$ cat config.mk
export PLATFORM = sky130hd
export DESIGN_NAME = accsl_sq
export DESIGN_NICKNAME = d
export VERILOG_FILES = /design/src/rtl/core/acc_spacing_accel_law_unit_macros.svh /design/src/rtl/core/accsl_pkg.sv /design/src/rtl/core/accsl_sq.sv
export SDC_FILE = /design/constraint.sdc
export NUM_CORES = 2
export LEC_CHECK = 0
export ABC_CLOCK_PERIOD_IN_PS = 6900
export BUFFER_PORTS_ARGS = -buffer_cell sky130_fd_sc_hd__buf_4
export CAP_MARGIN = 15
export CORE_UTILIZATION = 59
export CTS_BUF_LIST = sky130_fd_sc_hd__clkbuf_4 sky130_fd_sc_hd__clkbuf_8
export CTS_CLUSTER_SIZE = 40
export DETAILED_ROUTE_END_ITERATION = 6
export GPL_TIMING_DRIVEN = 0
export PLACE_DENSITY = 0.8
export SYNTH_ARGS = -nofsm -noshare
export SYNTH_HDL_FRONTEND = slang
export SYNTH_SLANG_ARGS = --single-unit
$ cat constraint.sdc
create_clock -name clk -period 6.9 [get_ports clk]
set_clock_uncertainty 0.2 [all_clocks]
set_input_delay 0.69 -clock clk [delete_from_list [all_inputs] [get_ports clk]]
set_output_delay 0.69 -clock clk [all_outputs]
set_load 0.03 [all_outputs]
$ cat src/rtl/core/acc_spacing_accel_law_unit_macros.svh
// ----------------------------------------------------------------------------
// Assertion macros for the spacing law unit
// Concurrent check wrappers that compile away when SYNTHESIS is defined.
// ----------------------------------------------------------------------------
`ifndef ACC_SPACING_ACCEL_LAW_UNIT_MACROS_SVH
`define ACC_SPACING_ACCEL_LAW_UNIT_MACROS_SVH

`ifndef SYNTHESIS

// Same-cycle implication, disabled while reset is asserted.
`define ACCSL_ASSERT_IMPLY(LBL, CLK, RSTN, ANTE, CONS) \
    LBL: assert property (@(posedge CLK) disable iff (!RSTN) (ANTE) |-> (CONS)) \
        else $error("spacing law unit: same-cycle check failed");

// Next-cycle implication, disabled while reset is asserted.
`define ACCSL_ASSERT_NEXT(LBL, CLK, RSTN, ANTE, CONS) \
    LBL: assert property (@(posedge CLK) disable iff (!RSTN) (ANTE) |=> (CONS)) \
        else $error("spacing law unit: next-cycle check failed");

`else

`define ACCSL_ASSERT_IMPLY(LBL, CLK, RSTN, ANTE, CONS)
`define ACCSL_ASSERT_NEXT(LBL, CLK, RSTN, ANTE, CONS)

`endif

`endif

$ cat src/rtl/core/accsl_pkg.sv
// ----------------------------------------------------------------------------
// accsl_pkg
// Shared widths, register codes, reset values and types of the spacing law.
// ----------------------------------------------------------------------------
package accsl_pkg;

    // Default position width.
    localparam int POS_WIDTH_DEF = 24;

    // Fixed field widths.
    localparam int LEN_W       = 12;
    localparam int SPEED_W     = 15;
    localparam int GAP_W       = 16;
    localparam int DSPEED_W    = 14;
    localparam int GAIN_W      = 16;
    localparam int LIMIT_W     = 16;
    localparam int CMD_W       = 17;
    localparam int CFG_INDEX_W = 3;
    localparam int CFG_DATA_W  = 16;

    // Register indexes of the configuration port.
    localparam logic [CFG_INDEX_W-1:0] REG_DESIRED_GAP   = CFG_INDEX_W'(0);
    localparam logic [CFG_INDEX_W-1:0] REG_DESIRED_SPEED = CFG_INDEX_W'(1);
    localparam logic [CFG_INDEX_W-1:0] REG_GAP_GAIN      = CFG_INDEX_W'(2);
    localparam logic [CFG_INDEX_W-1:0] REG_SPEED_GAIN    = CFG_INDEX_W'(3);
    localparam logic [CFG_INDEX_W-1:0] REG_ACCEL_LIMIT   = CFG_INDEX_W'(4);
    localparam logic [CFG_INDEX_W-1:0] REG_DECEL_LIMIT   = CFG_INDEX_W'(5);

    // Register reset values.
    localparam logic [GAP_W-1:0]    DESIRED_GAP_RST   = GAP_W'(1000);
    localparam logic [DSPEED_W-1:0] DESIRED_SPEED_RST = DSPEED_W'(2500);
    localparam logic [GAIN_W-1:0]   GAP_GAIN_RST      = GAIN_W'(128);
    localparam logic [GAIN_W-1:0]   SPEED_GAIN_RST    = GAIN_W'(256);
    localparam logic [LIMIT_W-1:0]  ACCEL_LIMIT_RST   = LIMIT_W'(300);
    localparam logic [LIMIT_W-1:0]  DECEL_LIMIT_RST   = LIMIT_W'(600);

    // Per-item data that rides alongside the distance computation.
    typedef struct packed {
        logic [LEN_W:0]       len_sum;
        logic [SPEED_W-1:0]   speed;
    } accsl_side_t;

    // Control law settings.
    typedef struct packed {
        logic [GAP_W-1:0]    desired_gap;
        logic [DSPEED_W-1:0] desired_speed;
        logic [GAIN_W-1:0]   gap_gain;
        logic [GAIN_W-1:0]   speed_gain;
        logic [LIMIT_W-1:0]  accel_limit;
        logic [LIMIT_W-1:0]  decel_limit;
    } accsl_cfg_t;

endpackage

$ cat src/rtl/core/accsl_sq.sv
// ----------------------------------------------------------------------------
// accsl_sq
// Four-stage pipeline forming the squared centre distance of two vehicles.
// ----------------------------------------------------------------------------
module accsl_sq #(
    parameter int POS_WIDTH = accsl_pkg::POS_WIDTH_DEF
) (
    input  logic                              clk,
    input  logic                              rst_n,
    input  logic                              en,
    input  logic                              in_valid,
    input  logic signed [POS_WIDTH-1:0]       ego_x_pos,
    input  logic signed [POS_WIDTH-1:0]       ego_y_pos,
    input  logic signed [POS_WIDTH-1:0]       lead_x_pos,
    input  logic signed [POS_WIDTH-1:0]       lead_y_pos,
    input  logic [accsl_pkg::LEN_W-1:0]       ego_len,
    input  logic [accsl_pkg::LEN_W-1:0]       lead_len,
    input  logic signed [accsl_pkg::SPEED_W-1:0] ego_speed,
    output logic                              sq_valid,
    output logic [2*POS_WIDTH+1:0]            dist_sq,
    output accsl_pkg::accsl_side_t            sq_side
);
    import accsl_pkg::*;

    localparam int DIFF_W = POS_WIDTH + 1;
    localparam int SQ_W   = 2 * POS_WIDTH + 2;

    logic signed [DIFF_W-1:0] dx_reg;
    logic signed [DIFF_W-1:0] dy_reg;
    logic signed [DIFF_W-1:0] dx_next;
    logic signed [DIFF_W-1:0] dy_next;
    logic [DIFF_W-1:0]        adx_reg;
    logic [DIFF_W-1:0]        ady_reg;
    logic [DIFF_W-1:0]        adx_next;
    logic [DIFF_W-1:0]        ady_next;
    logic [SQ_W-1:0]          sqx_reg;
    logic [SQ_W-1:0]          sqy_reg;
    logic [SQ_W-1:0]          sqx_next;
    logic [SQ_W-1:0]          sqy_next;
    logic [SQ_W-1:0]          sum_reg;
    logic [SQ_W-1:0]          sum_next;
    accsl_side_t              side1_reg;
    accsl_side_t              side2_reg;
    accsl_side_t              side3_reg;
    accsl_side_t              side4_reg;
    accsl_side_t              side1_next;
    logic [3:0]               valid_reg;

    // Stage one: coordinate differences and the combined length.
    always_comb
    begin
        dx_next            = DIFF_W'(lead_x_pos) - DIFF_W'(ego_x_pos);
        dy_next            = DIFF_W'(lead_y_pos) - DIFF_W'(ego_y_pos);
        side1_next.len_sum = (LEN_W + 1)'(ego_len) + (LEN_W + 1)'(lead_len);
        side1_next.speed   = ego_speed;
    end

    // Stage two: magnitudes. The most negative difference maps to 2**POS_WIDTH.
    always_comb
    begin
        adx_next = dx_reg[DIFF_W-1] ? DIFF_W'(-dx_reg) : DIFF_W'(dx_reg);
        ady_next = dy_reg[DIFF_W-1] ? DIFF_W'(-dy_reg) : DIFF_W'(dy_reg);
    end

    // Stage three: one multiplier per axis. Stage four: the sum.
    assign sqx_next = adx_reg * adx_reg;
    assign sqy_next = ady_reg * ady_reg;
    assign sum_next = sqx_reg + sqy_reg;

    // Data registers move whenever the pipeline advances.
    always_ff @(posedge clk)
    begin
        if (en)
        begin
            dx_reg    <= dx_next;
            dy_reg    <= dy_next;
            side1_reg <= side1_next;
            adx_reg   <= adx_next;
            ady_reg   <= ady_next;
            side2_reg <= side1_reg;
            sqx_reg   <= sqx_next;
            sqy_reg   <= sqy_next;
            side3_reg <= side2_reg;
            sum_reg   <= sum_next;
            side4_reg <= side3_reg;
        end
    end

    // Valid bits travel with the data.
    always_ff @(posedge clk or negedge rst_n)
    begin
        if (!rst_n)
        begin
            valid_reg <= '0;
        end
        else if (en)
        begin
            valid_reg <= {valid_reg[2:0], in_valid};
        end
    end

    assign sq_valid = valid_reg[3];
    assign dist_sq  = sum_reg;
    assign sq_side  = side4_reg;

endmodule

### Word level (Yosys, flattened, before mapping)

Index checks and enable logic that the tools add are counted.
Widths: inputs -> output; s select.

| storage, ports and cells | value |
|---|---|
| input port bits | 139 |
| flip-flop bits (word level) | 366 |
| word-level logic and storage cells | 28 |

| cells by class | value |
|---|---|
| $mul | 2 |
| add/sub/neg operators | 6 |
| multiplexer cells | 2 |

Operators with widths:

| operator | count |
|---|---|
| $mul 25x25->50 | 2 |
| $add 50x50->50 | 1 |
| $neg 25->25 | 2 |
| $sub 24x24->25 | 2 |
| $mux 24 | 2 |
| $add 12x12->13 | 1 |

### Longest topological paths before layout

| depth | value |
|---|---|
| word-level depth | 2 |
| depth in mapped cells | 28 |
| depth with buffers taken out | 27 |

### Least setup slack after synthesis

OpenSTA, ideal clock, no wires.

| path | value |
|---|---|
| path type | register to register |
| start point | register adx_reg[3] |
| end point | register sqx_reg[34], data pin |
| stages on the path, launching flop included | 29 |
| slack | -0.588 ns |
| required time | 6.426 ns |
| path buffers | 2 |
| data arrival time | 7.014 ns |
| cells stage by stage | edfxtp_1 clkbuf_1 clkbuf_1 nand2_1 fa_1 inv_1 fa_1 inv_1 fa_1 inv_1 fa_1 inv_1 fa_1 inv_1 fa_1 inv_1 fa_1 inv_1 ha_1 a21oi_1 o21ai_0 a221o_1 a21oi_1 o21ai_1 a21oi_1 o211ai_1 a41oi_1 mux2i_1 o2111ai_1 |

| between the ends | value |
|---|---|
| longest elaborated chain between the ends | 1 |

Ends and longest elaborated chain:

| item | line | RTL |
|---|---|---|
| start, declared | accsl_sq.sv:32 | `logic [DIFF_W-1:0] adx_reg;` |
| start signal, assigned | accsl_sq.sv:78 | `adx_reg <= adx_next;` |
| $mul 25x25->50 | accsl_sq.sv:66 | `assign sqx_next = adx_reg * adx_reg;` |
| via sqx_next[34] | accsl_sq.sv:38 | `logic [SQ_W-1:0] sqx_next;` |
| end signal, assigned | accsl_sq.sv:81 | `sqx_reg <= sqx_next;` |
| end, declared | accsl_sq.sv:36 | `logic [SQ_W-1:0] sqx_reg;` |

The timed path passes the listed nets, and every way through them passes these cells.
A chain may end at the register's enable or synchronous reset.

### Worst setup path after layout

| path | value |
|---|---|
| start point | register adx_reg[3] |
| end point | register sqx_reg[43], data pin |

The elaborated chain is that of the path after synthesis.

==> results.txt <==
The flow ran to the end, but the final reports show violations. The checks that failed: negative setup slack. The clock sink count came out at 364. The reported max-cap violation count came out at 0.

The vertical die dimension is 300 um. The tightest min-delay check is of the primary input to flip-flop type. The aggregate global routing overflow came out at 0. In the post-synthesis netlist, the biggest area contributors are fa_1 36%, edfxtp_1 21%, ha_1 11%. The number of iterations in the first detailed-routing pass came out at 5. Leaving out fill and tap cells, the most frequent cell in the layout is inv_1. The slowest stage of the critical path is the fa_1 cell. After clock tree synthesis, the clock-pin slew on the worst setup and hold paths is 0.06 ns. The worst setup path is launched from a flip-flop.

Setup repair after global routing could not meet its margin everywhere. The final weighted congestion of routability-driven global placement is 1.00. Once placement finished, the instance area stood at 56100 um^2. The number of pins exceeding their max-slew limit in the final report is 0. The number of synthesized flops with an enable pin came out at 360. The final number of hold-violating endpoints was 0.

Setup violations remaining at the end of the flow were counted as 42. TritonCTS built the clock tree. The number of clock buffers added by TritonCTS is 66.

The Yosys step of the flow raised 0 warnings. The worst path arrival time is 7.77 ns. Measured on the finished design, the core utilization comes to 0.697. The post-layout worst setup margin is -0.585 ns.

The critical path class is flip-flop to flip-flop. The total length of routed wires came out at 131000 um. The floorplan row count came out at 109. The area enclosed by the die boundary came out at 90100 um^2.

The share of synthesized area occupied by flip-flops and latches is 0.208. The total negative setup slack is -14.50 ns. For this configuration, the core starts out at a cell density of 0.595.

Compared with the post-synthesis result, the final layout area differs by 17.2%. The tree is rooted in a clkbuf_8. The required time at the endpoint of the critical path is 7.18 ns. The max-slew headroom at the worst pin is 0.343.

The total via count in the routed design is 37.9k. The fraction of synthesis flops using an asynchronous set or reset pin came out at 0.0110. The worst setup path is captured at a flip-flop. The flip-flop count of the largest register, all copies and words added came out at 50. The peak fanout along the critical path came out at 5.

The total nets after synthesis came out at 6741. The final layout net count came out at 7284. The number of different library cells used by synthesis comes to 84. The number of vias per cell is 5.45.

The ratio of final minimum period to clock period is 1.08. After the first detailed-routing iteration, the DRC count stood at 2683. The synthesized area per cell is 10.1 um^2.

The routed design could run at a clock period as short as 7.48 ns. For this run, design rule violations remaining after detail routing come to 0. The largest single stage delay on the critical path is 0.59 ns. The final hold slack is 0.0827 ns. The detail route stage leaves a number of antenna-violating nets equal to 0. The mean routed wirelength per cell came out at 18.9 um. The combined global-route utilization of all metal layers is 0.301.

The highest clock frequency the design can meet is 0.134 GHz. The post-synth design cell area came out at 52500 um^2. The slew at the pin with the worst max-slew slack came out at 0.985 ns. During I/O placement, the number of pins put on the boundary was 218. The HPWL after detailed placement is 102000 um. The clock latency at the later pin of the worst-skew pair came out at 0.75 ns. In this design, the critical path's most frequently occurring cell is fa_1. With fillers left out, the area of the finished cells amounts to 61500 um^2. The ratio of cells with drive above 1 in the final layout came out at 0.169.

The floorplan step set the die width to 300 um. Entering global routing, the biggest net connects 128 pins. The longest clock path from root to sink contains 3 buffers. The most used flip-flop cell after synthesis is edfxtp_1. Port buffering added 217 buffers. Of all cell types, the one taking the most synthesized area is fa_1. The via count of the first global-routing pass is 40.3k. The area share of the leading cell type in the synthesized netlist is 0.357. The standard cell core area is 88200 um^2. The wire length of the first global-routing pass is 209000 um.

In the layout the commonest cells are 1379 x inv_1, 909 x fa_1, 453 x ha_1. The initial antenna violation count is 5. The synthesized instance count came out at 5185. The H-tree generated during clock tree synthesis spans 3 levels. The synthesized design contains 364 register bits.
-- path summary, 6_finish.rpt --
| path | start | endpoint | slack (ns) | cells after the start |
|---|---|---|---|---|
| min in group asynchronous | rst_n | valid_reg[1]$_DFFE_PN0P_ | 0.09 | 2 |
| setup / recovery | adx_reg[3]$_DFFE_PP_ | sqx_reg[43]$_DFFE_PP_ | -0.58 | 29 |
| setup reg to reg | adx_reg[3]$_DFFE_PP_ | sqx_reg[43]$_DFFE_PP_ | -0.58 | 29 |
| max in group asynchronous | rst_n | valid_reg[0]$_DFFE_PN0P_ | 6.30 | 2 |
| hold / removal | lead_len[0] | side1_reg[15]$_DFFE_PP_ | 0.08 | 2 |
| hold reg to reg | side2_reg[17]$_DFFE_PP_ | side3_reg[17]$_DFFE_PP_ | 0.21 | 0 |
-- kinds of logic (layout without fill, tap and decap cells) --
group / count (synthesis) / after routing / share of synthesized area
AO/OA/AOI/OAI: 564 / 564 / 0.0715
XOR/XNOR: 236 / 236 / 0.0394
adder cells (fa/ha/maj): 1417 / 1417 / 0.472
buffers and inverters: 1554 / 2150 / 0.111
flip-flops: 364 / 364 / 0.208
multiplexers: 10 / 10 / 0.00207
other: 0 / 4 / 0
AND/OR/NAND/NOR: 1040 / 1040 / 0.0959
-- worst max-delay path, delay by kind of cell (launching register included) --
family	cells	cell delay (ns)
AO/OA/AOI/OAI	5	0.93
XOR/XNOR	1	0.15
adder cells (fa/ha/maj)	8	3.90
buffers and inverters	10	0.93
flip-flops	1	0.49
AND/OR/NAND/NOR	5	0.65
-- final cells by class --
cell class | count | area (um^2)
diodes | 4 | 10.0
plain buffers | 116 | 1300
clock buffers | 85 | 1050
clock inverters | 36 | 350
fillers | 6233 | 26700
inverters | 1431 | 5420
multi-input cells | 3267 | 37000
flip-flops and latches | 364 | 10900
well taps | 1165 | 1460
repair buffers | 482 | 3960
-- through the flow --
stage	std cells	setup slack [ns]
after floorplan	5185	-0.0649
after global placement	6567	-1.58
after detailed placement	6569	-1.63
after CTS	6881	-0.477
after global routing	6947	-0.760
final	6950	-0.585
-- timing repair --
item	4_1_cts	5_1_grt
pin swaps	129	83
gates cloned	2	0
setup endpoints to repair	62	53
gates resized for setup	378	165
buffers inserted	175	75
hold endpoints to repair	20	0
hold buffers	17	0
-- Yosys cell counts, drive strengths merged (8+ instances only) --
| cell | count |
|---|---|
| a211oi | 12 |
| a21o | 103 |
| a21oi | 165 |
| a311oi | 8 |
| a31oi | 19 |
| a41oi | 9 |
| and2 | 254 |
| and3 | 21 |
| clkbuf | 120 |
| edfxtp | 360 |
| fa | 935 |
| ha | 482 |
| inv | 1431 |
| nand2 | 416 |
| nand2b | 19 |
| nand3 | 43 |
| nand4 | 18 |
| nor2 | 156 |
| nor2b | 30 |
| nor3 | 29 |
| o21a | 24 |
| o21ai | 102 |
| o21bai | 28 |
| o31ai | 24 |
| or2 | 11 |
| or3 | 15 |
| or4 | 11 |
| xnor2 | 169 |
| xor2 | 67 |
-- routing by layer --
metal / global-route usage / up-vias / share of wire / routed length [um]
li1: - / 17100 / - / -
met1: 0.397 / 18800 / 0.39 / 51000
met2: 0.489 / 1641 / 0.47 / 62200
met3: 0.0723 / 343 / 0.10 / 13100
met4: 0.102 / 6 / 0.037 / 4790
met5: 0 / - / 0.00031 / 40
Power is not shown: default switching activity piles up to over one toggle a cycle in this logic, so the estimate is an artifact.
