--- config.mk ---
export PLATFORM = sky130hd
export DESIGN_NAME = accsl_sqrt
export DESIGN_NICKNAME = d
export VERILOG_FILES = /design/src/rtl/core/accsl_pkg.sv /design/src/rtl/core/accsl_sqrt.sv
export VERILOG_INCLUDE_DIRS = /design/src /design/src/rtl/core
export SDC_FILE = /design/constraint.sdc
export NUM_CORES = 2
export LEC_CHECK = 0
export BUFFER_PORTS_ARGS = -buffer_cell sky130_fd_sc_hd__buf_4
export CAP_MARGIN = 40
export CORE_MARGIN = 2
export CORE_UTILIZATION = 40
export CTS_CLUSTER_SIZE = 20
export DETAILED_ROUTE_END_ITERATION = 10
export HOLD_SLACK_MARGIN = 0.1
export PLACE_DENSITY = 0.54
export SETUP_SLACK_MARGIN = 0.5
export SLEW_MARGIN = 20
export SYNTH_ARGS = -nofsm -noshare
export SYNTH_HDL_FRONTEND = slang
export SYNTH_SLANG_ARGS = --single-unit
export TNS_END_PERCENT = 20
--- constraint.sdc ---
create_clock -name clk -period 5.4 [get_ports clk]
set_input_delay 0 -clock clk [delete_from_list [all_inputs] [get_ports clk]]
set_output_delay 0 -clock clk [all_outputs]
set_load 0.005 [all_outputs]
--- src/rtl/core/acc_spacing_accel_law_unit_macros.svh ---
// ----------------------------------------------------------------------------
// Assertion macros for the spacing law unit
// Concurrent check wrappers that compile away when SYNTHESIS is defined.
// ----------------------------------------------------------------------------
`ifndef ACC_SPACING_ACCEL_LAW_UNIT_MACROS_SVH
`define ACC_SPACING_ACCEL_LAW_UNIT_MACROS_SVH

`ifndef SYNTHESIS

// Same-cycle implication, disabled while reset is asserted.
`define ACCSL_ASSERT_IMPLY(LBL, CLK, RSTN, ANTE, CONS) \
    LBL: assert property (@(posedge CLK) disable iff (!RSTN) (ANTE) |-> (CONS)) \
        else $error("spacing law unit: same-cycle check failed");

// Next-cycle implication, disabled while reset is asserted.
`define ACCSL_ASSERT_NEXT(LBL, CLK, RSTN, ANTE, CONS) \
    LBL: assert property (@(posedge CLK) disable iff (!RSTN) (ANTE) |=> (CONS)) \
        else $error("spacing law unit: next-cycle check failed");

`else

`define ACCSL_ASSERT_IMPLY(LBL, CLK, RSTN, ANTE, CONS)
`define ACCSL_ASSERT_NEXT(LBL, CLK, RSTN, ANTE, CONS)

`endif

`endif

--- src/rtl/core/accsl_pkg.sv ---
// ----------------------------------------------------------------------------
// accsl_pkg
// Shared widths, register codes, reset values and types of the spacing law.
// ----------------------------------------------------------------------------
package accsl_pkg;

    // Default position width.
    localparam int POS_WIDTH_DEF = 24;

    // Fixed field widths.
    localparam int LEN_W       = 12;
    localparam int SPEED_W     = 15;
    localparam int GAP_W       = 16;
    localparam int DSPEED_W    = 14;
    localparam int GAIN_W      = 16;
    localparam int LIMIT_W     = 16;
    localparam int CMD_W       = 17;
    localparam int CFG_INDEX_W = 3;
    localparam int CFG_DATA_W  = 16;

    // Register indexes of the configuration port.
    localparam logic [CFG_INDEX_W-1:0] REG_DESIRED_GAP   = CFG_INDEX_W'(0);
    localparam logic [CFG_INDEX_W-1:0] REG_DESIRED_SPEED = CFG_INDEX_W'(1);
    localparam logic [CFG_INDEX_W-1:0] REG_GAP_GAIN      = CFG_INDEX_W'(2);
    localparam logic [CFG_INDEX_W-1:0] REG_SPEED_GAIN    = CFG_INDEX_W'(3);
    localparam logic [CFG_INDEX_W-1:0] REG_ACCEL_LIMIT   = CFG_INDEX_W'(4);
    localparam logic [CFG_INDEX_W-1:0] REG_DECEL_LIMIT   = CFG_INDEX_W'(5);

    // Register reset values.
    localparam logic [GAP_W-1:0]    DESIRED_GAP_RST   = GAP_W'(1000);
    localparam logic [DSPEED_W-1:0] DESIRED_SPEED_RST = DSPEED_W'(2500);
    localparam logic [GAIN_W-1:0]   GAP_GAIN_RST      = GAIN_W'(128);
    localparam logic [GAIN_W-1:0]   SPEED_GAIN_RST    = GAIN_W'(256);
    localparam logic [LIMIT_W-1:0]  ACCEL_LIMIT_RST   = LIMIT_W'(300);
    localparam logic [LIMIT_W-1:0]  DECEL_LIMIT_RST   = LIMIT_W'(600);

    // Per-item data that rides alongside the distance computation.
    typedef struct packed {
        logic [LEN_W:0]       len_sum;
        logic [SPEED_W-1:0]   speed;
    } accsl_side_t;

    // Control law settings.
    typedef struct packed {
        logic [GAP_W-1:0]    desired_gap;
        logic [DSPEED_W-1:0] desired_speed;
        logic [GAIN_W-1:0]   gap_gain;
        logic [GAIN_W-1:0]   speed_gain;
        logic [LIMIT_W-1:0]  accel_limit;
        logic [LIMIT_W-1:0]  decel_limit;
    } accsl_cfg_t;

endpackage

--- src/rtl/core/accsl_sqrt.sv ---
`include "acc_spacing_accel_law_unit_macros.svh"
// ----------------------------------------------------------------------------
// accsl_sqrt
// Pipelined floor square root, one result bit per register stage.
// ----------------------------------------------------------------------------
module accsl_sqrt #(
    parameter int POS_WIDTH = accsl_pkg::POS_WIDTH_DEF
) (
    input  logic                   clk,
    input  logic                   rst_n,
    input  logic                   en,
    input  logic                   rad_valid,
    input  logic [2*POS_WIDTH+1:0] radicand,
    input  accsl_pkg::accsl_side_t rad_side,
    output logic                   root_valid,
    output logic [POS_WIDTH:0]     root,
    output accsl_pkg::accsl_side_t root_side
);
    import accsl_pkg::*;

    localparam int RAD_W  = 2 * POS_WIDTH + 2;
    localparam int ROOT_W = POS_WIDTH + 1;
    localparam int REM_W  = POS_WIDTH + 3;
    localparam int STAGES = ROOT_W;

    logic [REM_W-1:0]  rem_reg  [STAGES];
    logic [ROOT_W-1:0] root_reg [STAGES];
    logic [RAD_W-1:0]  rad_reg  [STAGES];
    accsl_side_t       side_reg [STAGES];
    logic [STAGES-1:0] valid_reg;

    for (genvar k = 0; k < STAGES; k++)
    begin : g_stage
        logic [REM_W-1:0]  rem_prev;
        logic [ROOT_W-1:0] root_prev;
        logic [RAD_W-1:0]  rad_prev;
        accsl_side_t       side_prev;
        logic              valid_prev;
        logic [REM_W-1:0]  rem_shift;
        logic [REM_W-1:0]  trial;
        logic              take;
        logic [REM_W-1:0]  rem_next;
        logic [ROOT_W-1:0] root_next;
        logic [RAD_W-1:0]  rad_next;

        // The first stage starts from a zero remainder and root.
        if (k == 0)
        begin : g_first
            assign rem_prev   = '0;
            assign root_prev  = '0;
            assign rad_prev   = radicand;
            assign side_prev  = rad_side;
            assign valid_prev = rad_valid;
        end
        else
        begin : g_rest
            assign rem_prev   = rem_reg[k-1];
            assign root_prev  = root_reg[k-1];
            assign rad_prev   = rad_reg[k-1];
            assign side_prev  = side_reg[k-1];
            assign valid_prev = valid_reg[k-1];
        end

        // Bring down two radicand bits and try root*4+1 against the remainder.
        always_comb
        begin
            rem_shift = {rem_prev[REM_W-3:0], rad_prev[RAD_W-1 -: 2]};
            trial     = {root_prev, 2'b01};
            take      = (rem_shift >= trial);
            rem_next  = take ? (rem_shift - trial) : rem_shift;
            root_next = {root_prev[ROOT_W-2:0], take};
            rad_next  = rad_prev << 2;
        end

        always_ff @(posedge clk)
        begin
            if (en)
            begin
                rem_reg[k]  <= rem_next;
                root_reg[k] <= root_next;
                rad_reg[k]  <= rad_next;
                side_reg[k] <= side_prev;
            end
        end

        always_ff @(posedge clk or negedge rst_n)
        begin
            if (!rst_n)
            begin
                valid_reg[k] <= 1'b0;
            end
            else if (en)
            begin
                valid_reg[k] <= valid_prev;
            end
        end
    end

    assign root_valid = valid_reg[STAGES-1];
    assign root       = root_reg[STAGES-1];
    assign root_side  = side_reg[STAGES-1];

    // A floor root leaves a remainder of at most twice the root.
    `ACCSL_ASSERT_IMPLY(a_rem_bound, clk, rst_n, valid_reg[STAGES-1], rem_reg[STAGES-1] <= (REM_W'(root_reg[STAGES-1]) << 1))
    // A held pipeline keeps its last valid bit.
    `ACCSL_ASSERT_NEXT(a_hold_valid, clk, rst_n, !en, $stable(valid_reg[STAGES-1]))
    // An advancing pipeline shifts valid bits by exactly one stage.
    `ACCSL_ASSERT_NEXT(a_shift_valid, clk, rst_n, en, valid_reg[STAGES-1] == $past(valid_reg[STAGES-2]))

endmodule

======== Yosys cells after proc, flatten, opt, wreduce, memory -nomap -nowiden ========
Memories as Yosys holds them, arrays and structs flattened.
Index checks and enable logic that the tools add are counted.
storage, ports and cells
  bits in read-only memories .............. 0
  RAM bits ................................ 3,200
  output and inout port bits .............. 54
  register bits after elaboration ......... 25
  word-level logic and storage cells ...... 106
  latch bits .............................. 0
  memories kept ........................... 4
memory list
  name      depth  bits a word  read ports  clocked after memory_dff  write ports  line              source
  rad_reg   25     48           24          0                         25           accsl_sqrt.sv:28  logic [RAD_W-1:0] rad_reg [STAGES];
  side_reg  25     28           25          0                         25           accsl_sqrt.sv:29  accsl_side_t side_reg [STAGES];
  rem_reg   25     27           24          0                         25           accsl_sqrt.sv:26  logic [REM_W-1:0] rem_reg [STAGES];
  root_reg  25     25           25          0                         25           accsl_sqrt.sv:27  logic [ROOT_W-1:0] root_reg [STAGES];
cells by class
  muxes and demuxes ....................... 27
  add/sub/neg operators ................... 25
  magnitude comparators ................... 25
  multiply operators ...................... 0
  reductions and logical operators ........ 0
  shift operators ......................... 0
  div/mod/pow operators ................... 0
  bitwise operators ....................... 0
  equal/unequal tests ..................... 0
operators by type and width
  operator                                                           number
  two-way mux 27 bit                                                 25
  greater-or-equal comparator 27 bit                                 24
  subtractor 27 bit                                                  24
  subtractor 2 x 1 -> 3 bit, second input constant                   1
  greater-or-equal comparator 2 x 1 -> 1 bit, second input constant  1
  two-way mux 1 bit                                                  2

======== Logic depth before layout (Yosys ltp) ========
An unclocked memory read counts as a cell.
  depth after elaboration ................. 3
  depth in mapped cells ................... 14

======== Worst setup path after synthesis ========
No wires, ideal clock.
  kind .................................... flip-flop to flip-flop
  start point ............................. memory rem_reg[0][145] (netlist bit)
  end point ............................... memory rem_reg[0][168] (netlist bit), data pin
  path slack .............................. 2.028 ns
  period minus slack after synthesis ...... 3.372 ns
  data arrival time ....................... 3.111 ns
  stages on the path, launching flop included .. 10
  path buffers ............................ 1
  cell sequence ........................... edfxtp_1 or4_4 or3_4 or4_4 or3_4 nor2_4 nand4b_4 or3_1 buf_6 mux2_4
RTL lines
  item                line
  start: declaration  accsl_sqrt.sv:26

==> flow_summary_export.csv <==
group,metric,value,unit
power,power.switching,10.9,mW
route,highest_layer,"met4",
clocking,h-tree-depth,4,
clocking,post-cts-setup-buffers,0,
route,drt-met1-wl,65.6,mm
route,met2_length,72.9,mm
power,power.density,417,mW/mm²
synthesis,synth_area_leader_cell,"edfxtp_1",
status,status,"completed",
cells_and_area,register_area,0.0664,mm²
clocking,cts_buffers,232,
synthesis,synth_area_leaders,"edfxtp_1, ha_1, xnor2_1",
critical_path,critPathCaptureType,"flip-flop",
placement,placed_cells,9050,
placement,dpl.hpwl,98.4,mm
synthesis,synthArstFlopShare,1.13,%
cells_and_area,stdcell_count,9652,
critical_path,startpoint_type,"flip-flop",
cells_and_area,multi_input_comb_area,0.0220,mm²
critical_path,r2r_setup_slack,1.47,ns
route,firstDrtPassIters,8,
cells_and_area,nets,6889,
synthesis,synth_top_area_share,72.8,%
sta,relSlewSlack,35.8,%
flow_run,drv_cap,0,
synthesis,synth_cell_type_count,84,
floorplanning,io_pins,136,
power,power_frac_seq,50.8,%
sta,period_share,72.7,%
cells_and_area,nFillCells,19538,
critical_path,rr_worst_depth,10,
power,swShare,24.9,%
synthesis,syn_nets,6390,
critical_path,crit_start,"rem_reg[2][82]$_DFFE_PP_",
cells_and_area,largest_reg_flops,700,
floorplanning,rows,174,
global_route,grt_pass1_wl,244,mm
clocking,clkTransAtPathRegs,0.06,ns
worst_hold_path,hold_path_startpoint,"rad_reg[0][162]$_DFFE_PP_",
synthesis,ys_warn_count,0,
power,intPower,32.7,mW
critical_path,endpoint,"rem_reg[2][126]$_DFFE_PP_",
clocking,hold_buffers,164,
cells_and_area,drive_above_1_share,9.42,%
floorplanning,fp.dieW,479,µm
sta,skew,0.0619,ns
sta,tightest_slew,0.964,ns
critical_path,r2r-end,"rem_reg[2][126]$_DFFE_PP_",
synthesis,synth_edf_count,2192,
global_route,gr-usage-all-layers,13.0,%
cells_and_area,area_delta_synth_final,15.8,%
sta,setup_ws,1.47,ns
sta,rsz0062_at_grt,"no",
global_route,grt_overflow,0,
power,worst_ir_drop_vdd,0.000313,V
route,wl_met3,6.85,mm
floorplanning,start_util,40.2,%
global_route,grt_pass1_vias,47272,
critical_path,cp_max_fo,40,
power,p_leak,38.9,nW
critical_path,cp_cell_sequence,"ha_1 > o211ai_1 > a21oi_1 > o21bai_1 > a2111oi_0 > nor4b_1 > o31a_1 > buf_4 > inv_1 > mux2_2",
floorplanning,die-area,0.230,mm²
synthesis,ys_seq_area_share,73.5,%
sta,whs,0.380,ns
synthesis,syn_avg_cell_area,15.2,µm²
floorplanning,dieHeight,479,µm
sta,max_freq,255,MHz
synthesis,netlist_area,0.0904,mm²
placement,portBuffers,135,
clocking,ctsResizeCount,0,
clocking,cts_tree,"yes",
clocking,clockBufferDepth,3,
sta,finalWorstPathRequiredPeriod,3.93,ns
clocking,insertion_delay,0.88,ns
power,total_power,43.6,mW
global_route,antenna_found_initial,4,
critical_path,critical_path_class,"flip-flop to flip-flop",
global_route,grt_max_degree,185,
critical_path,crit_arrival,4.53,ns
placement,place_ws,1.49,ns
clocking,root_buffer,"clkbuf_16",
route,initialDrtViolationCount,3138,
sta,setup_tns,0,ns
critical_path,required,6.00,ns
power,p_comb_share,13.8,%
cells_and_area,final_common_cell,"edfxtp_1",
worst_hold_path,hp-class,"flip-flop to flip-flop",
critical_path,crit-reg2reg-launch,"rem_reg[2][82]$_DFFE_PP_",
critical_path,slowest_stage,"a2111oi_0",
synthesis,ys_seq_elements,2217,
route,wirelength,151,mm
power,p_clk_share,35.4,%
cells_and_area,layout_common_cells,"edfxtp_1, inv_1, nand2_1",
critical_path,slowest_delay,0.84,ns
placement,gp_congestion,0.899,
route,num_vias,47284,
route,drc_errors,0,
route,avgRoutedWirePerCell,15.6,µm
clocking,cts.sinks,2217,
floorplanning,core,0.225,mm²
sta,maxSlewViolCount,0,
sta,setup_violations,0,
sta,hold_viol,0,
route,via_per_inst,4.90,
route,ant_nets,0,
synthesis,synthFlopType,"edfxtp_1",
synthesis,syn_inst,5957,
cell families (layout without fill, tap and decap cells):
kind of cell               count (synthesis)  in the layout  share of synthesized area (%)
DFF                                     2217           2217                           73.5
muxes                                     74             74                          0.909
other                                      1              6                        0.00415
AOI/OAI and AO/OA                       1026           1026                           6.99
xor gates and xnor gates                 456            456                           4.43
buffers and inverters                    529           1227                           2.22
and+or+nand+nor                         1303           1303                           7.07
adders and majority gates                351            351                           4.86
worst min-delay path by stage:
| stage | to | slack (ns) | cells after the start |
|---|---|---|---|
| 4_1_cts | rad_reg[0][46]$_DFFE_PP_ | 0.27 | 3 |
| 3_3_place_gp | g_stage[1].valid_prev$_DFFE_PN0P_ | -0.09 | 1 |
| 6_report | rad_reg[0][212]$_DFFE_PP_ | 0.38 | 0 |
| 2_1_floorplan | g_stage[10].valid_prev$_DFFE_PN0P_ | -0.30 | 0 |
| 5_1_grt | rad_reg[0][24]$_DFFE_PP_ | 0.30 | 3 |
| 3_5_place_dp | g_stage[24].valid_prev$_DFFE_PN0P_ | -0.07 | 1 |
cell usage after synthesis, types with 22 or more instances:
| cell | instances |
|---|---|
| a211oi_1 | 26 |
| inv_1 | 436 |
| nand4_1 | 32 |
| or3_1 | 40 |
| o31ai_1 | 34 |
| xor2_1 | 226 |
| dfrtp_1 | 25 |
| mux2_2 | 60 |
| a31oi_1 | 22 |
| ha_1 | 351 |
| a21o_1 | 130 |
| o21a_1 | 57 |
| edfxtp_1 | 2192 |
| nor3_1 | 135 |
| nor2_1 | 273 |
| clkbuf_1 | 77 |
| nand3_1 | 73 |
| o21ai_0 | 317 |
| or4_1 | 27 |
| a21oi_1 | 277 |
| nor2b_1 | 53 |
| xnor2_1 | 229 |
| nand2b_1 | 56 |
| nand2_1 | 415 |
| o211ai_1 | 23 |
| nor4_1 | 68 |
power by group through the flow:
stage	clock (mW)	combinational, mW	sequential, mW
5_1_grt	16.8	6.78	22.3
2_1_floorplan	0	4.36	22.1
6_report	15.4	6.03	22.1
3_5_place_dp	0	5.92	22.5
4_1_cts	16.1	6.04	22.2
3_3_place_gp	0	5.77	22.5
final cells by class:
| class | instances | area share, % |
|---|---|---|
| timing repair buffer | 358 | 3.17 |
| sequential | 2217 | 63.5 |
| clock inverter | 152 | 1.42 |
| inverter | 436 | 1.56 |
| tap | 2992 | 3.58 |
| clock buffer | 281 | 5.74 |
| antenna | 5 | 0.0120 |
| multi-input combinational | 3211 | 21.0 |
layer usage:
metal  up-vias  GRT usage, %
li1      23291             -
met1     22683          16.5
met2       934          21.7
met3       376          2.66
met4         0          5.55
met5         -             0
through the flow:
stage	util (%)	cell area, µm²
after global placement	42.5	95400
after detailed placement	42.5	95500
after floorplan	-	90400
after global routing	46.6	105000
after CTS	46.6	105000
final	46.6	105000
critical path, delay by kind of cell, from the launching register on:
family	cells	cell delay [ns]
AOI/OAI and AO/OA	5	1.79
buffers and inverters	2	0.51
adders and majority gates	1	0.41
DFF	1	0.39
muxes	1	0.36
and+or+nand+nor	1	0.17
No activity file was read; power rests on OpenSTA's default activity.
