### config.mk
export PLATFORM = sky130hd
export DESIGN_NAME = accsl_law
export DESIGN_NICKNAME = d
export VERILOG_FILES = /design/src/rtl/core/accsl_pkg.sv /design/src/rtl/core/accsl_law.sv
export VERILOG_INCLUDE_DIRS = /design/src /design/src/rtl/core
export SDC_FILE = /design/constraint.sdc
export NUM_CORES = 2
export LEC_CHECK = 0
export BUFFER_PORTS_ARGS = -buffer_cell sky130_fd_sc_hd__buf_2
export CAP_MARGIN = 30
export CORE_MARGIN = 2
export CORE_UTILIZATION = 59
export CTS_CLUSTER_DIAMETER = 200
export CTS_CLUSTER_SIZE = 20
export DETAILED_ROUTE_END_ITERATION = 6
export PLACE_DENSITY = 0.8
export RECOVER_POWER = 25
export SLEW_MARGIN = 0
export SYNTH_ARGS = -nofsm -noshare
export SYNTH_HDL_FRONTEND = slang
export SYNTH_SLANG_ARGS = --single-unit
### constraint.sdc
create_clock -name clk -period 6.7 [get_ports clk]
set_input_delay 0.335 -clock clk [delete_from_list [all_inputs] [get_ports clk]]
set_output_delay 0.335 -clock clk [all_outputs]
set_load 0.03 [all_outputs]
### src/rtl/core/acc_spacing_accel_law_unit_macros.svh
// ----------------------------------------------------------------------------
// Assertion macros for the spacing law unit
// Concurrent check wrappers that compile away when SYNTHESIS is defined.
// ----------------------------------------------------------------------------
`ifndef ACC_SPACING_ACCEL_LAW_UNIT_MACROS_SVH
`define ACC_SPACING_ACCEL_LAW_UNIT_MACROS_SVH

`ifndef SYNTHESIS

// Same-cycle implication, disabled while reset is asserted.
`define ACCSL_ASSERT_IMPLY(LBL, CLK, RSTN, ANTE, CONS) \
    LBL: assert property (@(posedge CLK) disable iff (!RSTN) (ANTE) |-> (CONS)) \
        else $error("spacing law unit: same-cycle check failed");

// Next-cycle implication, disabled while reset is asserted.
`define ACCSL_ASSERT_NEXT(LBL, CLK, RSTN, ANTE, CONS) \
    LBL: assert property (@(posedge CLK) disable iff (!RSTN) (ANTE) |=> (CONS)) \
        else $error("spacing law unit: next-cycle check failed");

`else

`define ACCSL_ASSERT_IMPLY(LBL, CLK, RSTN, ANTE, CONS)
`define ACCSL_ASSERT_NEXT(LBL, CLK, RSTN, ANTE, CONS)

`endif

`endif

### src/rtl/core/accsl_pkg.sv
// ----------------------------------------------------------------------------
// accsl_pkg
// Shared widths, register codes, reset values and types of the spacing law.
// ----------------------------------------------------------------------------
package accsl_pkg;

    // Default position width.
    localparam int POS_WIDTH_DEF = 24;

    // Fixed field widths.
    localparam int LEN_W       = 12;
    localparam int SPEED_W     = 15;
    localparam int GAP_W       = 16;
    localparam int DSPEED_W    = 14;
    localparam int GAIN_W      = 16;
    localparam int LIMIT_W     = 16;
    localparam int CMD_W       = 17;
    localparam int CFG_INDEX_W = 3;
    localparam int CFG_DATA_W  = 16;

    // Register indexes of the configuration port.
    localparam logic [CFG_INDEX_W-1:0] REG_DESIRED_GAP   = CFG_INDEX_W'(0);
    localparam logic [CFG_INDEX_W-1:0] REG_DESIRED_SPEED = CFG_INDEX_W'(1);
    localparam logic [CFG_INDEX_W-1:0] REG_GAP_GAIN      = CFG_INDEX_W'(2);
    localparam logic [CFG_INDEX_W-1:0] REG_SPEED_GAIN    = CFG_INDEX_W'(3);
    localparam logic [CFG_INDEX_W-1:0] REG_ACCEL_LIMIT   = CFG_INDEX_W'(4);
    localparam logic [CFG_INDEX_W-1:0] REG_DECEL_LIMIT   = CFG_INDEX_W'(5);

    // Register reset values.
    localparam logic [GAP_W-1:0]    DESIRED_GAP_RST   = GAP_W'(1000);
    localparam logic [DSPEED_W-1:0] DESIRED_SPEED_RST = DSPEED_W'(2500);
    localparam logic [GAIN_W-1:0]   GAP_GAIN_RST      = GAIN_W'(128);
    localparam logic [GAIN_W-1:0]   SPEED_GAIN_RST    = GAIN_W'(256);
    localparam logic [LIMIT_W-1:0]  ACCEL_LIMIT_RST   = LIMIT_W'(300);
    localparam logic [LIMIT_W-1:0]  DECEL_LIMIT_RST   = LIMIT_W'(600);

    // Per-item data that rides alongside the distance computation.
    typedef struct packed {
        logic [LEN_W:0]       len_sum;
        logic [SPEED_W-1:0]   speed;
    } accsl_side_t;

    // Control law settings.
    typedef struct packed {
        logic [GAP_W-1:0]    desired_gap;
        logic [DSPEED_W-1:0] desired_speed;
        logic [GAIN_W-1:0]   gap_gain;
        logic [GAIN_W-1:0]   speed_gain;
        logic [LIMIT_W-1:0]  accel_limit;
        logic [LIMIT_W-1:0]  decel_limit;
    } accsl_cfg_t;

endpackage

### src/rtl/core/accsl_law.sv
`include "acc_spacing_accel_law_unit_macros.svh"
// ----------------------------------------------------------------------------
// accsl_law
// Error terms, gain products, scaling and clamp, ending in the output register.
// ----------------------------------------------------------------------------
module accsl_law #(
    parameter int POS_WIDTH = accsl_pkg::POS_WIDTH_DEF
) (
    input  logic                                clk,
    input  logic                                rst_n,
    input  logic                                en,
    input  logic                                dist_valid,
    input  logic [POS_WIDTH:0]                  ctr_dist,
    input  accsl_pkg::accsl_side_t              dist_side,
    input  accsl_pkg::accsl_cfg_t               cfg,
    output logic                                out_valid,
    output logic signed [accsl_pkg::CMD_W-1:0]  accel_cmd,
    output logic                                limited
);
    import accsl_pkg::*;

    localparam int GAP_ERR_W = POS_WIDTH + 3;
    localparam int SPD_ERR_W = SPEED_W + 2;
    localparam int GP_W      = GAP_ERR_W + GAIN_W + 1;
    localparam int SP_W      = SPD_ERR_W + GAIN_W + 1;
    localparam int SUM_W     = ((GP_W > SP_W) ? GP_W : SP_W) + 1;
    localparam int ACC_W     = SUM_W - 8;

    logic signed [GAP_ERR_W-1:0] gap_err_reg;
    logic signed [GAP_ERR_W-1:0] gap_err_next;
    logic signed [SPD_ERR_W-1:0] spd_err_reg;
    logic signed [SPD_ERR_W-1:0] spd_err_next;
    logic signed [GAIN_W:0]      gap_gain_s;
    logic signed [GAIN_W:0]      speed_gain_s;
    logic signed [GP_W-1:0]      gp_reg;
    logic signed [GP_W-1:0]      gp_next;
    logic signed [SP_W-1:0]      sp_reg;
    logic signed [SP_W-1:0]      sp_next;
    logic signed [SUM_W-1:0]     sum;
    logic signed [ACC_W-1:0]     acc_reg;
    logic signed [ACC_W-1:0]     acc_next;
    logic signed [ACC_W-1:0]     hi;
    logic signed [ACC_W-1:0]     lo;
    logic signed [ACC_W-1:0]     cmd_full;
    logic                        limited_next;
    logic signed [CMD_W-1:0]     accel_cmd_reg;
    logic                        limited_reg;
    logic [2:0]                  valid_reg;
    logic                        out_valid_reg;

    // Stage one: gap error and speed error.
    always_comb
    begin
        gap_err_next = signed'(GAP_ERR_W'(ctr_dist))
                     - signed'(GAP_ERR_W'(dist_side.len_sum))
                     - signed'(GAP_ERR_W'(cfg.desired_gap));
        spd_err_next = signed'(SPD_ERR_W'(cfg.desired_speed))
                     - SPD_ERR_W'($signed(dist_side.speed));
    end

    // Stage two: gain products, gains taken as positive Q8.8.
    assign gap_gain_s   = signed'({1'b0, cfg.gap_gain});
    assign speed_gain_s = signed'({1'b0, cfg.speed_gain});
    assign gp_next      = gap_err_reg * gap_gain_s;
    assign sp_next      = spd_err_reg * speed_gain_s;

    // Stage three: sum and arithmetic shift, which rounds toward minus infinity.
    assign sum      = SUM_W'(gp_reg) + SUM_W'(sp_reg);
    assign acc_next = ACC_W'(sum >>> 8);

    // Stage four: clamp against the braking and acceleration limits.
    always_comb
    begin
        hi       = signed'(ACC_W'(cfg.accel_limit));
        lo       = -signed'(ACC_W'(cfg.decel_limit));
        cmd_full = acc_reg;
        if (cmd_full > hi)
        begin
            cmd_full = hi;
        end
        if (cmd_full < lo)
        begin
            cmd_full = lo;
        end
        limited_next = (cmd_full != acc_reg);
    end

    always_ff @(posedge clk)
    begin
        if (en)
        begin
            gap_err_reg   <= gap_err_next;
            spd_err_reg   <= spd_err_next;
            gp_reg        <= gp_next;
            sp_reg        <= sp_next;
            acc_reg       <= acc_next;
            accel_cmd_reg <= cmd_full[CMD_W-1:0];
            limited_reg   <= limited_next;
        end
    end

    // Valid bits, the last one being the output register's.
    always_ff @(posedge clk or negedge rst_n)
    begin
        if (!rst_n)
        begin
            valid_reg     <= '0;
            out_valid_reg <= 1'b0;
        end
        else if (en)
        begin
            valid_reg     <= {valid_reg[1:0], dist_valid};
            out_valid_reg <= valid_reg[2];
        end
    end

    assign out_valid = out_valid_reg;
    assign accel_cmd = accel_cmd_reg;
    assign limited   = limited_reg;

    // A clamped value sits on one of the two limits.
    `ACCSL_ASSERT_IMPLY(a_clamp_edge, clk, rst_n, valid_reg[2] && limited_next, (cmd_full == hi) || (cmd_full == lo))
    // The command never leaves the limit window.
    `ACCSL_ASSERT_IMPLY(a_clamp_window, clk, rst_n, valid_reg[2], (cmd_full <= hi) && (cmd_full >= lo))
    // The output register takes the clamped value when the pipeline advances.
    `ACCSL_ASSERT_NEXT(a_out_load, clk, rst_n, en && valid_reg[2], out_valid_reg && (accel_cmd_reg == $past(cmd_full[CMD_W-1:0])))

endmodule

Yosys cells after proc, flatten, opt, wreduce, memory -nomap -nowiden:

Index checks and enable logic that the tools add are counted.

* register bits after elaboration: 180

* add/sub/neg operators: 5
* $mul: 2
* $lt $le $gt $ge: 2
* equal/unequal tests: 1
* muxes and demuxes: 2

Operators by type and width (number)
* $mux 37: 2
* $add 44x34->45: 1
* $mul 27x17->44: 1
* $gt 37x17->1: 1
* $lt 37x37->1: 1
* $ne 37x37->1: 1
* $neg 16->37: 1
* $mul 16x17->33: 1
* $sub 26x17->27: 1
* $sub 25x13->26: 1
* $sub 15x15->16: 1

Logic depth before layout (Yosys ltp):

* word-level depth: 5
* depth in mapped cells: 26

Least setup slack after synthesis:

No wires, ideal clock.

* path type: input -> register
* from: input cfg[50] (netlist bit)
* to: register gp_reg[40], data pin
* setup time: 0.270 ns
* arrival: 6.560 ns
* required time: 6.430 ns
* path slack: -0.130 ns
* stages on the path: 24
* path buffers: 2
* path through: clkbuf_1 > clkbuf_1 > nand2_1 > fa_1 > inv_1 > fa_1 > inv_1 > fa_1 > fa_1 > fa_1 > inv_1 > fa_1 > ha_1 > and2_1 > a221o_1 > a21oi_1 > nor2b_1 > a221oi_1 > o2111ai_1 > nand2_1 > o21ai_0 > a21oi_1 > nor3_1 > or3b_2

* cells in the longest elaborated chain, start to end: 1

Ends and longest elaborated chain
* from (decl): RTL line accsl_law.sv:15 `input accsl_pkg::accsl_cfg_t cfg,`
* $mul 27x17->44: RTL line accsl_law.sv:64 `assign gp_next = gap_err_reg * gap_gain_s;`
* named net gp_next[40]: RTL line accsl_law.sv:36 `logic signed [GP_W-1:0] gp_next;`
* to (signal assigned): RTL line accsl_law.sv:94 `gp_reg <= gp_next;`
* to (decl): RTL line accsl_law.sv:35 `logic signed [GP_W-1:0] gp_reg;`

The timed path passes the listed nets, and every way through them passes these cells.
A chain may end at the register's enable or synchronous reset.

Worst setup path in the final report:

* from: register gap_err_reg[12]
* to: register gp_reg[40], data pin

* cells in the longest elaborated chain, start to end: 1

Ends and longest elaborated chain
* from (decl): RTL line accsl_law.sv:29 `logic signed [GAP_ERR_W-1:0] gap_err_reg;`
* from (signal assigned): RTL line accsl_law.sv:92 `gap_err_reg <= gap_err_next;`
* $mul 27x17->44: RTL line accsl_law.sv:64
* named net gp_next[40]: RTL line accsl_law.sv:36

The timed path passes the listed nets, and every way through them passes these cells.

==> impl_results.md <==
- Relative slew slack: -128%
- Synth unique cells: 86
- GR Util met3: approximately 4.0%
- Starting DRC count in detailed routing: 2047
- I/O pins: 170
- Reg-to-reg setup timing slack: roughly 0.097 ns
- Routed Antenna Nets: 0
- Achievable clock frequency: between 0.15 and 0.2 GHz
- Clock-pin transition on the worst setup and hold timing paths: 0.08 ns
- # fillers: 4557
- Yosys warning total: 0
- Worst reg2reg path depth: 26
- DR vias: 27.7k
- FF-to-FF End: gp_reg[40]
- Clock skew: around 0.015 ns
- Max FFs per register: 44
- TritonCTS clock tree: built
- Critical path required time: 6.95 ns
- Clock root cell: clkbuf_16
- R2r startpoint: gap_err_reg[12]
- Core Util, Final: 66.5%
- Crit. End Element: register
- Gr usage total: between 20% and 30%
- GR Layer Usage met2: about half
- Syn_nets: 5012
- Post-layout min period: 6.60 ns
- Critical path type: register to register
- Largest net degree at the start of global routing: between 70 and 80
- CP endpoint: gp_reg[40]
- RSZ-0062 raised after global routing: true
- First-pass GRT wire length: approximately 140 mm
- Critical Path Fanout Max: 9
- Async set-or-reset flop fraction in the synthesized netlist: about 2.2%
- Post-synth top area share: 34.3%
- Clock H-tree levels: 4
- Fin. Hold Viols: 0
- EDFF count, synth: 175
- Crit path DAT: around 6.9 ns
- Port-buffer cells: around 170
- Worst-margin pin slew: 3.43 ns
- Drt first pass iters: 5
- Most used DFF post-synth: edfxtp_1
- Drt wl/cell: 17.0 um
- Die W: roughly 250 um
- # setup viols final: 0
- Share of cells above drive strength 1: 12.1%
- Layout overhead on the synthesized area: 11.5%
- # rows: 90
- CTS Buf Count: 17
- GRT met1 Usage: 36.1%
- Vias in the first global route: between 20k and 30k
- GR peak layer: met2
- Overflow after GRT: 0
- Area leader, netlist: fa_1
- Die height: ~250 um
- Crit path from: gap_err_reg[12]
- Post-Synthesis Cells: slightly below 4k
- Gpl congestion: 0.973
- Initial antenna violation count: 3
- Failing checks: max-capacitance violations, max-slew violations
- Routed vias/inst: between 5 and 6
- Initial Util: 59.6%
- Final period util: a little over nine tenths
- Clk_lat worst skew: 0.51 ns
- HPWL Detailed: 69.4 mm
- Clock tree buffer depth: 2
- Syn avg cell area: 9.29 um^2
- Mapped Area: 0.0360 mm^2
- Register area share after synthesis: 14.9%
- Full die area: around 0.063 mm^2
- HP Class: input port to register
- Total routed wirelength: 84.5 mm
- Core Region: 0.0604 mm^2
- Synthesis-stage register bit count: between 150 and 200
- Max Slew Vio Count: 134
- Nets: approximately 5.3k
- Max Cap Viol: 2
- Synth top area cells: fa_1 (34%), edfxtp_1 (15%), ha_1 (13%), inv_1 (8.4%), nand2_1 (5.4%)
- Run status: complete, but fails checks
- Drt drc: 0
- Startpoint types: register
- CTS Sinks: ~180
==> through the flow <==
stage,std cells,setup slack (ns),TNS (ns),hold WS [ns],instance area [um^2]
after floorplan,3876,0.0571,0,0.0394,36000
after global placement,4890,-0.0409,-0.0785,0.141,38800
after detailed placement,4890,-0.370,-1.30,0.142,38800
after CTS,4932,0.00233,0,0.0413,39600
after global routing,4957,-0.156,-0.811,0.0733,40100
final,4958,0.0965,0,0.0721,40100
==> Yosys cell counts (45+ instances only) <==
master	number
nor2_1	128
xor2_1	64
edfxtp_1	175
inv_1	804
xnor2_1	110
o21ai_0	95
nand2_1	516
and2_1	290
ha_1	369
clkbuf_1	114
fa_1	616
a21oi_1	123
a21o_1	51
nor3_1	45
==> area by class of cell <==
cell class                      instances  area, um^2  share of cell area, %
Timing Repair Buffer                  386        2620                   6.53
Inverter                              804        3020                   7.52
Tap cell                              782         978                   2.44
Sequential cell                       179        5360                   13.3
Clock buffer                           17         425                   1.06
Multi-Input combinational cell       2774       27500                   68.5
Clock inverter                         15         223                  0.555
Antenna cell                            1        2.50                0.00624
==> layout by cell type, fill, tap and decap left out, drive strengths merged, types with 14 or more instances in the layout <==
cell type / Yosys / final
and2: 290 / 290
o21a: 26 / 26
edfxtp: 175 / 175
inv: 804 / 807
nand2: 517 / 517
a21oi: 123 / 123
fa: 616 / 616
a21boi: 16 / 16
nor2: 128 / 128
nor2b: 25 / 25
xnor2: 110 / 110
nand2b: 36 / 36
a21o: 52 / 52
nand4: 22 / 22
buf: 4 / 380
xor2: 64 / 64
clkbuf: 115 / 22
nor4: 14 / 14
nand3: 34 / 34
a211oi: 19 / 19
a31oi: 20 / 20
o21ai: 95 / 95
nor3: 45 / 45
ha: 369 / 369
==> critical path: stages (launching register included) <==
cell and delay (ns):
edfxtp_1 0.45, buf_12 0.16, nand2_1 0.09, fa_1 0.55
inv_1 0.06, fa_1 0.48, inv_1 0.06, fa_1 0.51
inv_1 0.05, fa_1 0.53, inv_2 0.05, fa_1 0.54
inv_2 0.04, fa_1 0.54, ha_4 0.16, buf_4 0.11
a211oi_2 0.04, nor2b_2 0.16, o211ai_1 0.17, a31oi_2 0.21
o2111ai_2 0.26, nand2_2 0.13, o21ai_4 0.17, a21oi_2 0.08
buf_4 0.14, o2111ai_1 0.15, or3b_2 0.45
==> layer usage <==
layer,vias to the layer above,wire (um)
met5,-,27
met4,4,3220
met3,223,5350
met2,997,42400
met1,13700,33500
li1,12700,-
==> worst min-delay path by stage <==
stage | startpoint | to | cells after the start
floorplan | rst_n | out_valid | 0
detailed placement | rst_n | out_valid | 1
global route | dist_valid | valid_reg[0] | 2
CTS | dist_valid | valid_reg[0] | 2
global placement | rst_n | out_valid | 1
finish | dist_valid | valid_reg[0] | 2
==> cell families (layout without fill, tap and decap cells) <==
group,Yosys count,after routing,synth area share (%)
AOI/OAI and AO/OA,438,438,7.94
other,0,1,0
muxes,14,14,0.462
DFF,179,179,14.9
xor gates and xnor gates,174,174,4.23
buffers and inverters,923,1222,9.64
adders and majority gates,985,985,47.1
and+or+nand+nor,1163,1163,15.8
==> repair_timing <==
item,CTS,global route
gates cloned,0,0
pin swaps,5,44
hold buffers,1,0
endpoints found under the setup margin,7,19
gates resized for setup,10,66
buffers inserted,9,24
hold endpoints to repair,4,0
Power is left out: the tool's default activity adds up to more than one toggle a clock period on the data nets, which glitch-free logic cannot reach.
